### config.mk
export PLATFORM = sky130hd
export DESIGN_NAME = rgb_to_hsv_pixel
export DESIGN_NICKNAME = d
export VERILOG_FILES = /design/src/rtl/core/rhp_pkg.sv /design/src/rtl/core/rhp_front.sv /design/src/rtl/core/rhp_div.sv /design/src/rtl/core/rgb_to_hsv_pixel.sv
export SDC_FILE = /design/constraint.sdc
export NUM_CORES = 2
export LEC_CHECK = 0
export ABC_AREA = 1
export BUFFER_PORTS_ARGS = -buffer_cell sky130_fd_sc_hd__buf_2
export CAP_MARGIN = 20
export CORE_ASPECT_RATIO = 1.25
export CORE_MARGIN = 5
export CORE_UTILIZATION = 44
export CTS_CLUSTER_DIAMETER = 150
export DETAILED_ROUTE_END_ITERATION = 10
export HOLD_SLACK_MARGIN = 0.03
export PLACE_DENSITY = 0.6
export REMOVE_ABC_BUFFERS = 1
export SETUP_SLACK_MARGIN = 0.2
export SYNTH_ARGS = -nofsm -noshare
export SYNTH_HDL_FRONTEND = slang
export SYNTH_SLANG_ARGS = --single-unit
### constraint.sdc
create_clock -name clk -period 151.9 [get_ports clk]
set_input_delay 7.595 -clock clk [delete_from_list [all_inputs] [get_ports clk]]
set_output_delay 7.595 -clock clk [all_outputs]
set_load 0.01 [all_outputs]
### src/rtl/core/rhp_pkg.sv
// Shared types and constants of the pixel colour-space converter.
`timescale 1ns / 1ps

package rhp_pkg;

    localparam int CH_W    = 8;
    localparam int OUT_W   = 16;
    localparam int HUE_W   = 24;
    localparam int SAT_W   = 12;
    localparam int DIFF_W  = CH_W + 1;
    localparam int DEN_W   = 12;
    localparam int NUM_W   = 21;

    localparam int VAL_DIV   = 2561;
    localparam int VAL_SHIFT = 23;

    localparam logic [1:0] SEC_RED   = 2'd0;
    localparam logic [1:0] SEC_GREEN = 2'd1;
    localparam logic [1:0] SEC_BLUE  = 2'd2;

    typedef struct packed {
        logic             vld;
        logic [HUE_W-1:0] hue_num;
        logic [HUE_W-1:0] hue_den;
        logic [SAT_W-1:0] sat_num;
        logic [SAT_W-1:0] sat_den;
        logic [SAT_W-1:0] val_num;
    } front_t;

endpackage

### src/rtl/core/rhp_front.sv
// Front stages: max, min and sector select, hue numerator, divider operands.
`timescale 1ns / 1ps

module rhp_front (
    input  logic                   clk,
    input  logic                   rst_n,
    input  logic                   en,
    input  logic                   in_vld,
    input  logic [rhp_pkg::CH_W-1:0] blue,
    input  logic [rhp_pkg::CH_W-1:0] green,
    input  logic [rhp_pkg::CH_W-1:0] red,
    output rhp_pkg::front_t        op
);
    import rhp_pkg::*;

    logic [CH_W-1:0]          mx_next;
    logic [CH_W-1:0]          mn_next;
    logic [1:0]               sec_next;
    logic signed [DIFF_W-1:0] diff_next;

    logic                     s1_vld_reg;
    logic [CH_W-1:0]          s1_mx_reg;
    logic [CH_W-1:0]          s1_d_reg;
    logic [1:0]               s1_sec_reg;
    logic signed [DIFF_W-1:0] s1_diff_reg;

    logic [DEN_W-1:0]         den_next;
    logic signed [NUM_W-1:0]  base;
    logic signed [NUM_W-1:0]  adj;
    logic signed [NUM_W-1:0]  num_next;

    logic                     s2_vld_reg;
    logic [CH_W-1:0]          s2_mx_reg;
    logic [CH_W-1:0]          s2_d_reg;
    logic [DEN_W-1:0]         s2_den_reg;
    logic signed [NUM_W-1:0]  s2_num_reg;

    logic signed [NUM_W-1:0]  num_fix;
    front_t                   op_next;
    front_t                   op_reg;

    always_comb
    begin
        mx_next = (blue > green) ? blue : green;
        mx_next = (mx_next > red) ? mx_next : red;
        mn_next = (blue < green) ? blue : green;
        mn_next = (mn_next < red) ? mn_next : red;
        priority if (mx_next == red)
        begin
            sec_next  = SEC_RED;
            diff_next = $signed({1'b0, green}) - $signed({1'b0, blue});
        end
        else if (mx_next == green)
        begin
            sec_next  = SEC_GREEN;
            diff_next = $signed({1'b0, blue}) - $signed({1'b0, red});
        end
        else
        begin
            sec_next  = SEC_BLUE;
            diff_next = $signed({1'b0, red}) - $signed({1'b0, green});
        end
    end

    always_comb
    begin
        den_next = DEN_W'({s1_d_reg, 3'b000}) + DEN_W'({s1_d_reg, 1'b0}) + DEN_W'(1);
        unique case (s1_sec_reg)
            SEC_GREEN: base = $signed(NUM_W'(den_next) * NUM_W'(120));
            SEC_BLUE:  base = $signed(NUM_W'(den_next) * NUM_W'(240));
            default:   base = '0;
        endcase
        adj      = NUM_W'(s1_diff_reg) * $signed(NUM_W'(600));
        num_next = base + adj;
    end

    always_comb
    begin
        num_fix = s2_num_reg;
        if (s2_num_reg < 0)
        begin
            num_fix = s2_num_reg + $signed(NUM_W'(s2_den_reg) * NUM_W'(360));
        end
        op_next.vld     = s2_vld_reg;
        op_next.hue_num = HUE_W'(unsigned'(num_fix)) * HUE_W'(10);
        op_next.hue_den = HUE_W'(s2_den_reg) * HUE_W'(3601);
        op_next.sat_num = SAT_W'(s2_d_reg) * SAT_W'(10);
        op_next.sat_den = SAT_W'(s2_mx_reg) * SAT_W'(10) + SAT_W'(1);
        op_next.val_num = SAT_W'(s2_mx_reg) * SAT_W'(10);
    end

    always_ff @(posedge clk or negedge rst_n)
    begin
        if (!rst_n)
        begin
            s1_vld_reg <= 1'b0;
            s2_vld_reg <= 1'b0;
            op_reg     <= '0;
        end
        else if (en)
        begin
            s1_vld_reg <= in_vld;
            s2_vld_reg <= s1_vld_reg;
            op_reg     <= op_next;
        end
    end

    always_ff @(posedge clk)
    begin
        if (en)
        begin
            s1_mx_reg      <= mx_next;
            s1_d_reg       <= mx_next - mn_next;
            s1_sec_reg     <= sec_next;
            s1_diff_reg    <= diff_next;
            s2_mx_reg      <= s1_mx_reg;
            s2_d_reg       <= s1_d_reg;
            s2_den_reg     <= den_next;
            s2_num_reg     <= num_next;
        end
    end

    assign op = op_reg;

endmodule

### src/rtl/core/rhp_div.sv
// Pipelined restoring divider, one quotient bit per stage, for num < den.
`timescale 1ns / 1ps

module rhp_div #(
    parameter int W  = 24,
    parameter int QW = 16
) (
    input  logic          clk,
    input  logic          en,
    input  logic [W-1:0]  num,
    input  logic [W-1:0]  den,
    output logic [QW-1:0] quo
);

    logic [W-1:0]  rem_reg [QW];
    logic [W-1:0]  den_reg [QW];
    logic [QW-1:0] quo_reg [QW];

    for (genvar i = 0; i < QW; i++)
    begin : g_stage
        logic [W-1:0]  rem_in;
        logic [W-1:0]  den_in;
        logic [QW-1:0] quo_in;
        logic [W:0]    rem2;
        logic          ge;
        logic [W-1:0]  rem_next;
        logic [QW-1:0] quo_next;

        if (i == 0)
        begin : g_first
            assign rem_in = num;
            assign den_in = den;
            assign quo_in = '0;
        end
        else
        begin : g_rest
            assign rem_in = rem_reg[i-1];
            assign den_in = den_reg[i-1];
            assign quo_in = quo_reg[i-1];
        end

        always_comb
        begin
            rem2     = {rem_in, 1'b0};
            ge       = rem2 >= {1'b0, den_in};
            rem_next = ge ? W'(rem2 - {1'b0, den_in}) : W'(rem2);
            quo_next = {quo_in[QW-2:0], ge};
        end

        always_ff @(posedge clk)
        begin
            if (en)
            begin
                rem_reg[i] <= rem_next;
                den_reg[i] <= den_in;
                quo_reg[i] <= quo_next;
            end
        end
    end

    assign quo = quo_reg[QW-1];

endmodule

### src/rtl/core/rgb_to_hsv_pixel.sv
// Top level of the pixel RGB to HSV converter.
`timescale 1ns / 1ps
//
// One pixel in, one hue/saturation/value result out.
// Input channel: s_axis_tvalid/tready/tdata carries blue, green and red bytes;
// a transaction completes when tvalid and tready are both high.
// Output channel: m_axis_tvalid/tready/tdata carries hue, saturation and
// value as unsigned Q0.16 fractions, truncated and clamped at 65535.
// Pipeline: three operand stages, FRAC_BITS divider stages and one output
// register lie between the input transaction and output valid.
// Throughput: one pixel per cycle while no stall holds the pipeline; the divider
// stages each resolve one quotient bit, so the pipeline depth follows FRAC_BITS.
// Reset: all valid bits clear, no result is pending and the input is ready.
// Stall: a valid output register holds while m_axis_tready is low; the pipeline
// keeps advancing into empty slots, and stops only when the result at its end
// cannot move, in which case s_axis_tready drops. Nothing is lost or repeated.
//
module rgb_to_hsv_pixel #(
    parameter int FRAC_BITS = 16
) (
    input  logic        clk,
    input  logic        rst_n,
    input  logic        s_axis_tvalid,
    output logic        s_axis_tready,
    input  logic [23:0] s_axis_tdata,   // blue[7:0], green[15:8], red[23:16]
    output logic        m_axis_tvalid,
    input  logic        m_axis_tready,
    output logic [47:0] m_axis_tdata    // hue[15:0], saturation[31:16], value[47:32]
);
    import rhp_pkg::*;

    localparam int VAL_PW = FRAC_BITS + VAL_SHIFT;
    localparam logic [VAL_PW-1:0] VAL_RECIP =
        VAL_PW'(((64'd1 << (FRAC_BITS + VAL_SHIFT)) + 64'(VAL_DIV - 1)) / 64'(VAL_DIV));

    front_t              op;
    logic                adv;
    logic                out_load;
    logic                last_vld;
    logic [FRAC_BITS-1:0] vld_reg;
    logic [FRAC_BITS-1:0] hue_q;
    logic [FRAC_BITS-1:0] sat_q;
    logic [FRAC_BITS-1:0] val_q;
    logic [FRAC_BITS-1:0] val_scaled;
    logic [FRAC_BITS-1:0] val_pipe_reg [FRAC_BITS];
    logic [OUT_W-1:0]    hue_c;
    logic [OUT_W-1:0]    sat_c;
    logic [OUT_W-1:0]    val_c;
    logic                out_vld_reg;
    logic [3*OUT_W-1:0]  out_data_reg;

    assign last_vld      = vld_reg[FRAC_BITS-1];
    assign out_load      = !out_vld_reg || m_axis_tready;
    assign adv           = out_load || !last_vld;
    assign s_axis_tready = adv;

    rhp_front u_front (
        .clk    (clk),
        .rst_n  (rst_n),
        .en     (adv),
        .in_vld (s_axis_tvalid),
        .blue   (s_axis_tdata[7:0]),
        .green  (s_axis_tdata[15:8]),
        .red    (s_axis_tdata[23:16]),
        .op     (op)
    );

    rhp_div #(.W(HUE_W), .QW(FRAC_BITS)) u_div_hue (
        .clk (clk),
        .en  (adv),
        .num (op.hue_num),
        .den (op.hue_den),
        .quo (hue_q)
    );

    rhp_div #(.W(SAT_W), .QW(FRAC_BITS)) u_div_sat (
        .clk (clk),
        .en  (adv),
        .num (op.sat_num),
        .den (op.sat_den),
        .quo (sat_q)
    );

    assign val_scaled = FRAC_BITS'((VAL_PW'(op.val_num) * VAL_RECIP) >> VAL_SHIFT);

    always_ff @(posedge clk)
    begin
        if (adv)
        begin
            val_pipe_reg[0] <= val_scaled;
            for (int i = 1; i < FRAC_BITS; i++)
            begin
                val_pipe_reg[i] <= val_pipe_reg[i-1];
            end
        end
    end

    assign val_q = val_pipe_reg[FRAC_BITS-1];

    if (FRAC_BITS > OUT_W)
    begin : g_clamp
        assign hue_c = (|hue_q[FRAC_BITS-1:OUT_W]) ? '1 : hue_q[OUT_W-1:0];
        assign sat_c = (|sat_q[FRAC_BITS-1:OUT_W]) ? '1 : sat_q[OUT_W-1:0];
        assign val_c = (|val_q[FRAC_BITS-1:OUT_W]) ? '1 : val_q[OUT_W-1:0];
    end
    else
    begin : g_extend
        assign hue_c = OUT_W'(hue_q);
        assign sat_c = OUT_W'(sat_q);
        assign val_c = OUT_W'(val_q);
    end

    always_ff @(posedge clk or negedge rst_n)
    begin
        if (!rst_n)
        begin
            vld_reg     <= '0;
            out_vld_reg <= 1'b0;
        end
        else
        begin
            if (adv)
            begin
                vld_reg <= {vld_reg[FRAC_BITS-2:0], op.vld};
            end
            if (out_load)
            begin
                out_vld_reg <= last_vld;
            end
        end
    end

    always_ff @(posedge clk)
    begin
        if (out_load)
        begin
            out_data_reg <= {val_c, sat_c, hue_c};
        end
    end

    assign m_axis_tvalid = out_vld_reg;
    assign m_axis_tdata  = out_data_reg;

    a_stall_holds_tail: assert property (@(posedge clk) disable iff (!rst_n)
        !adv |=> $stable(last_vld))
        else $error("pipeline tail moved while stalled");

    a_tail_reaches_out: assert property (@(posedge clk) disable iff (!rst_n)
        out_load && last_vld |=> m_axis_tvalid)
        else $error("finished result did not reach the output register");

    a_out_hold: assert property (@(posedge clk) disable iff (!rst_n)
        !out_load |=> $stable(m_axis_tdata) && m_axis_tvalid)
        else $error("output register changed while held");

    a_stall_cause: assert property (@(posedge clk) disable iff (!rst_n)
        !s_axis_tready |-> m_axis_tvalid && !m_axis_tready && last_vld)
        else $error("input stalled without a blocked result");

endmodule
# Word-level counts from Yosys, hierarchy flattened
# Memories as Yosys holds them, arrays and structs flattened. A register that Yosys moved wholly into a read port is not among the register bits.
# Index checks and enable logic that the tools add are counted.
classes:
  muxes: 43
  mul: 9
  reduce_logical: 4
  eq_ne: 4
  magnitude_cmp: 37
  n_addsub: 41
ops:
  columns: ["cell", "n"]
  rows:
  - ["$ge 25x24->1", 16]
  - ["$mux 24", 16]
  - ["$sub 24x24->24", 16]
  - ["$ge 13x12->1", 16]
  - ["$mux 12", 16]
  - ["$sub 12x12->12", 16]
  - ["$add 21x21->21", 2]
  - ["$pmux 20 s2", 1]
  - ["$mul 11x22->32 const B", 1]
  - ["$mul 12x4->16 const B", 2]
  - ["$mux 8", 4]
  - ["$sub 8x8->9", 3]
  - ["$add 12x1->12 const B", 2]
  - ["$mul 12x12->24 const B", 1]
  - ["$mul 21x3->23 const B", 1]
  - ["$mul 8x3->11 const B", 2]
  - ["$lt 21x1->1 const B", 1]
  - ["$mux 21", 1]
  - ["$mul 12x6->18 const B", 1]
  - ["$mux 9", 2]
  - ["$mul 9x8->17 const B", 1]
  - ["$eq 8x8->1", 2]
  - ["$gt 8x8->1", 2]
  - ["$lt 8x8->1", 2]
  - ["other kinds (8)", 11]
word_totals:
  ff_bits: 177
  inputBits: 28
  memories: 7
  out_inout_bits: 50
  wordCells: 163
  mem_bits_rw: 1920
memory_table:
  columns: ["memory", "depth", "width", "read_ports", "rd_ports_with_merged_regs", "wr", "line", "source"]
  rows:
  - ["u_div_hue.den_reg", 16, 24, 15, 0, 16, "rhp_div.sv:16", "logic [W-1:0] den_reg [QW];"]
  - ["u_div_hue.rem_reg", 16, 24, 15, 0, 16, "rhp_div.sv:15", "logic [W-1:0] rem_reg [QW];"]
  - ["u_div_hue.quo_reg", 16, 16, 16, 1, 16, "rhp_div.sv:17", "logic [QW-1:0] quo_reg [QW];"]
  - ["u_div_sat.quo_reg", 16, 16, 16, 1, 16, "rhp_div.sv:17", null]
  - ["val_pipe_reg", 16, 16, 16, 1, 16, "rgb_to_hsv_pixel.sv:45", "logic [FRAC_BITS-1:0] val_pipe_reg [FRAC_BITS];"]
  - ["u_div_sat.den_reg", 16, 12, 15, 0, 16, "rhp_div.sv:16", null]
  - ["+1 memories", null, null, null, null, null, null, null]

# Logic depth before layout (Yosys ltp)
logic_depth:
  depth_word: 7
  ltp_mapped: 38
  ltp_nobuf: 38

# By module
# From an unflattened synthesis, not the netlist that was laid out.
hier_totals:
  cells_unflattened: 14499
  hier_area_um2: 121783.0
modules_own_cells:
  columns: ["module", "area_each_um2", "instances", "cells_each"]
  rows:
  - ["rhp_div at u_div_hue", 60918.4, 1, 8161]
  - ["rhp_div at u_div_sat", 29907.4, 1, 3263]
  - ["rhp_front", 16659.7, 1, 2089]
  - ["rgb_to_hsv_pixel", 14297.5, 1, 986]

# Worst setup path before layout
# OpenSTA, ideal clock, no wires.
synth_path:
  path_type: "input-to-output"
  start: "input m_axis_tready"
  end: "output s_axis_tready"
  stages: 6
  arrival_time_ns: 54.343
  n_path_buf: 2
  path_slack_ns: 89.962
  required_time_ns: 144.305
  cell_sequence: "inv_1 > nand2_1 > nor2_1 > inv_1 > clkbuf_1 > clkbuf_1"
synth_between:
  elab_chain_cells: 2
synth_lines:
  columns: ["element", "line", "source"]
  rows:
  - ["start, declared", "rgb_to_hsv_pixel.sv:27", "input logic m_axis_tready,"]
  - ["$logic_or 1x1->1", "rgb_to_hsv_pixel.sv:53", "assign out_load = !out_vld_reg || m_axis_tready;"]
  - ["named net out_load", "rgb_to_hsv_pixel.sv:38", "logic out_load;"]
  - ["$logic_or 1x1->1", "rgb_to_hsv_pixel.sv:54", "assign adv = out_load || !last_vld;"]
  - ["end, declared", "rgb_to_hsv_pixel.sv:24", "output logic s_axis_tready,"]
# The timed path passes the listed nets, and every way through them passes these cells.

# Final worst setup path
# Ends and elaborated chain as after synthesis.

==> impl_metrics.csv <==
group,metric,value,unit
routing,wire_per_inst,17.5,um
grt,total_track_usage,19.1,%
grt,busiest_grt_layer,"met2",
logic_synthesis,synth-seq-cells,1795,
finish,area_delta_synth_final,10.3,%
sta,timing.slew.headroom,28.1,%
logic_synthesis,number_of_synthesis_warnings,0,
logic_synthesis,synth.top_cell.area_share,49.8,%
clocking,cts.reportedPaths.clkPinSlew,0.06,ns
logic_synthesis,synthDominantAreaCellType,"sky130_fd_sc_hd__edfxtp_1",
sta,maxClockFrequency,60.7,MHz
finish,final_common_cell,"sky130_fd_sc_hd__nand2_1",
grt,met1_usage_in_global_routing,19.2,%
worst_hold_path,worst_hold_path.num_cells,0,
clocking,cts.htree.levels,4,
logic_synthesis,number_of_distinct_library_cell_variants_in_the_gate_level_netlist_after_synthesis,63,
routing,vias,70100,
grt,antenna_found_initial,1,
clocking,cts_num_sinks,1795,
clocking,insertion_delay,0.83,ns
logic_synthesis,seq_area_frac_synth,51.9,%
placed_design,place.detailed.hpwl,185000,um
setup_path,worst-setup-path-type,"in -> out",
routing,detail_route.wirelength,236000,um
finish,multi_input_gate_area_in_the_final_layout,43800,um2
sta,finalSetupViolations,0,
sta,period_minus_slack,16.49,ns
die,die_outline_width,443,um
setup_path,critical_path.startpoint_type,"input port",
setup_path,worst_r2r_path_depth,29,
clocking,max-clock-path-buffers,4,
logic_synthesis,cells_taking_the_most_area_after_synthesis,"sky130_fd_sc_hd__edfxtp_1 (50%), sky130_fd_sc_hd__ha_1 (12%), sky130_fd_sc_hd__nand2_1 (6.4%), sky130_fd_sc_hd__inv_1 (5.2%), sky130_fd_sc_hd__a21oi_1 (4.0%)",
finish,drive_gt1_share,4.95,%
worst_hold_path,hold_class,"reg -> reg",
finish,filler_cell_count,21000,
sta,grt_setup_unrepaired,"no",
grt,grt_start_max_net_pins,193,
routing,count_of_routing_violations_after_the_opening_detailed_route_iteration,3855,
grt,grt_pass1_vias,72100,
clocking,cts_setup_buffers,0,
sta,min_period_over_period,10.9,%
logic_synthesis,synth_async_sr_flop_share,4.68,%
run,cap_violations,0,
clocking,cts_resized,0,
logic_synthesis,syn-mean-instance-area,10.3,um2
finish,mostFrequentLayoutCells,"sky130_fd_sc_hd__nand2_1 (1762), sky130_fd_sc_hd__edfxtp_1 (1711), sky130_fd_sc_hd__inv_1 (1414), sky130_fd_sc_hd__ha_1 (982), sky130_fd_sc_hd__a21oi_1 (826)",
logic_synthesis,syn_area,103000,um2
sta,clock_skew,0.0548,ns
clocking,cts_root_buffer,"sky130_fd_sc_hd__clkbuf_16",
die,die_area,244000,um2
setup_path,cp.arrival,8.89,ns
placed_design,gp_congestion,0.951,
die,pin_count,78,
sta,finalSetupTns,0,ns
die,cell_rows,198,
grt,global_route.usage.met3,2.15,%
routing,firstDrtPassIters,7,
clocking,cts_tree,"yes",
routing,ant_nets,0,
setup_path,worstSetupEndpointType,"primary output",
die,dieHeight,551,um
die,core_box_area,233000,um2
sta,hold_viol_final,0,
routing,routed_via_density,5.20,
logic_synthesis,number_of_synthesized_flops_with_an_enable_pin,1711,
routing,post-route-drc-count,0,
finish,area.sequential,53500,um2
sta,report.final.slew_viol_count,0,
grt,groute.layer.met2.usage,38.3,%
clocking,count_of_hold_buffers_inserted_by_post_cts_repair,0,
sta,worst-slew-pin-transition,1.08,ns
grt,grt_pass1_wl,375000,um
setup_path,timing.critical_path.required,144.30,ns
logic_synthesis,syn_inst,10000,
finish,num-nets-final,11400,
placed_design,portBuffers,77,
clocking,cts_made_buffers,193,
setup_path,setup.reg_to_reg.worst_slack,144.58,ns
grt,grt_overflow_total,0,
die,initial_core_util,44.2,%
run_status,run_status,"finished clean",
logic_synthesis,ys_dominant_reg_cell,"sky130_fd_sc_hd__edfxtp_1",
setup_path,worst-path-max-fanout,93,
==> synthesized netlist by cell type (18+ instances only) <==
master	number
sky130_fd_sc_hd__a21o_1	62
sky130_fd_sc_hd__a21oi_1	826
sky130_fd_sc_hd__a31oi_1	105
sky130_fd_sc_hd__buf_2	18
sky130_fd_sc_hd__clkbuf_1	93
sky130_fd_sc_hd__dfrtp_1	84
sky130_fd_sc_hd__edfxtp_1	1711
sky130_fd_sc_hd__fa_1	160
sky130_fd_sc_hd__ha_1	982
sky130_fd_sc_hd__inv_1	1415
sky130_fd_sc_hd__nand2_1	1763
sky130_fd_sc_hd__nand3_1	372
sky130_fd_sc_hd__nand4_1	91
sky130_fd_sc_hd__nor2_1	621
sky130_fd_sc_hd__nor3_1	96
sky130_fd_sc_hd__nor4_1	49
sky130_fd_sc_hd__o211ai_1	29
sky130_fd_sc_hd__o21a_1	33
sky130_fd_sc_hd__o21ai_0	674
sky130_fd_sc_hd__o21ai_1	24
sky130_fd_sc_hd__o21bai_1	36
sky130_fd_sc_hd__or2_2	27
sky130_fd_sc_hd__xnor2_1	328
sky130_fd_sc_hd__xor2_1	234
==> kinds of logic after synthesis <==
family | count (synthesis) | share of synthesized area (%)
compound gates | 1886 | 10.0
fa+ha+maj | 1142 | 15.0
xor+xnor | 563 | 4.80
buf+inv | 1545 | 5.70
simple gates | 3103 | 12.6
mux | 1 | 0.0109
flops | 1795 | 51.9
==> through the flow <==
stage / area, um2 / hold slack, ns / util (%) / setup WS [ns] / std cells
final: 114000 / 0.388 / 48.8 / 135.42 / 13500
after global placement: 107000 / 0.400 / 46.0 / 135.34 / 13100
after global routing: 114000 / 0.393 / 48.8 / 135.26 / 13500
after detailed placement: 107000 / 0.405 / 46.0 / 135.33 / 13100
after CTS: 113000 / 0.381 / 48.7 / 135.33 / 13500
after floorplan: 103000 / 0.400 / - / 100.03 / 9914
==> path summary, 6_finish.rpt <==
check,startpoint,endpoint
max in group asynchronous,rst_n,u_front.op[22]
hold reg to reg,u_div_sat.quo_reg[8][7],u_div_sat.quo_reg[9][8]
hold / removal,u_div_sat.quo_reg[8][7],u_div_sat.quo_reg[9][8]
min in group asynchronous,rst_n,vld_reg[10]
setup / recovery,m_axis_tready,s_axis_tready
setup reg to reg,u_front.s1_d_reg[0],u_front.s2_num_reg[20]
==> final cells by class <==
cell class                 count  area share, %
inverter                    1424           4.71
multi-input combinational   6695           38.5
sequential                  1795           47.0
clock inverter               123           1.12
antenna                        5         0.0110
timing repair buffer         118          0.786
tap                         3100           3.41
clock buffer                 224           4.41
==> per-layer routing <==
metal / part of all wire [%] / routed length [um] / up-vias
met4: 5.7 / 13500 / 0
met1: 36 / 85900 / 33300
li1: - / - / 35000
met2: 55 / 130000 / 1210
met3: 2.8 / 6560 / 589
met5: 0 / 0 / -
==> worst max-delay path: stages <==
cell	delay [ns]
sky130_fd_sc_hd__buf_2	0.07
sky130_fd_sc_hd__inv_1	0.05
sky130_fd_sc_hd__nand2_4	0.33
sky130_fd_sc_hd__nor2_4	0.09
sky130_fd_sc_hd__inv_8	0.38
sky130_fd_sc_hd__buf_2	0.24
Power is left out: the tool's default activity adds up to more than one toggle a clock period on the data nets, which glitch-free logic cannot reach.
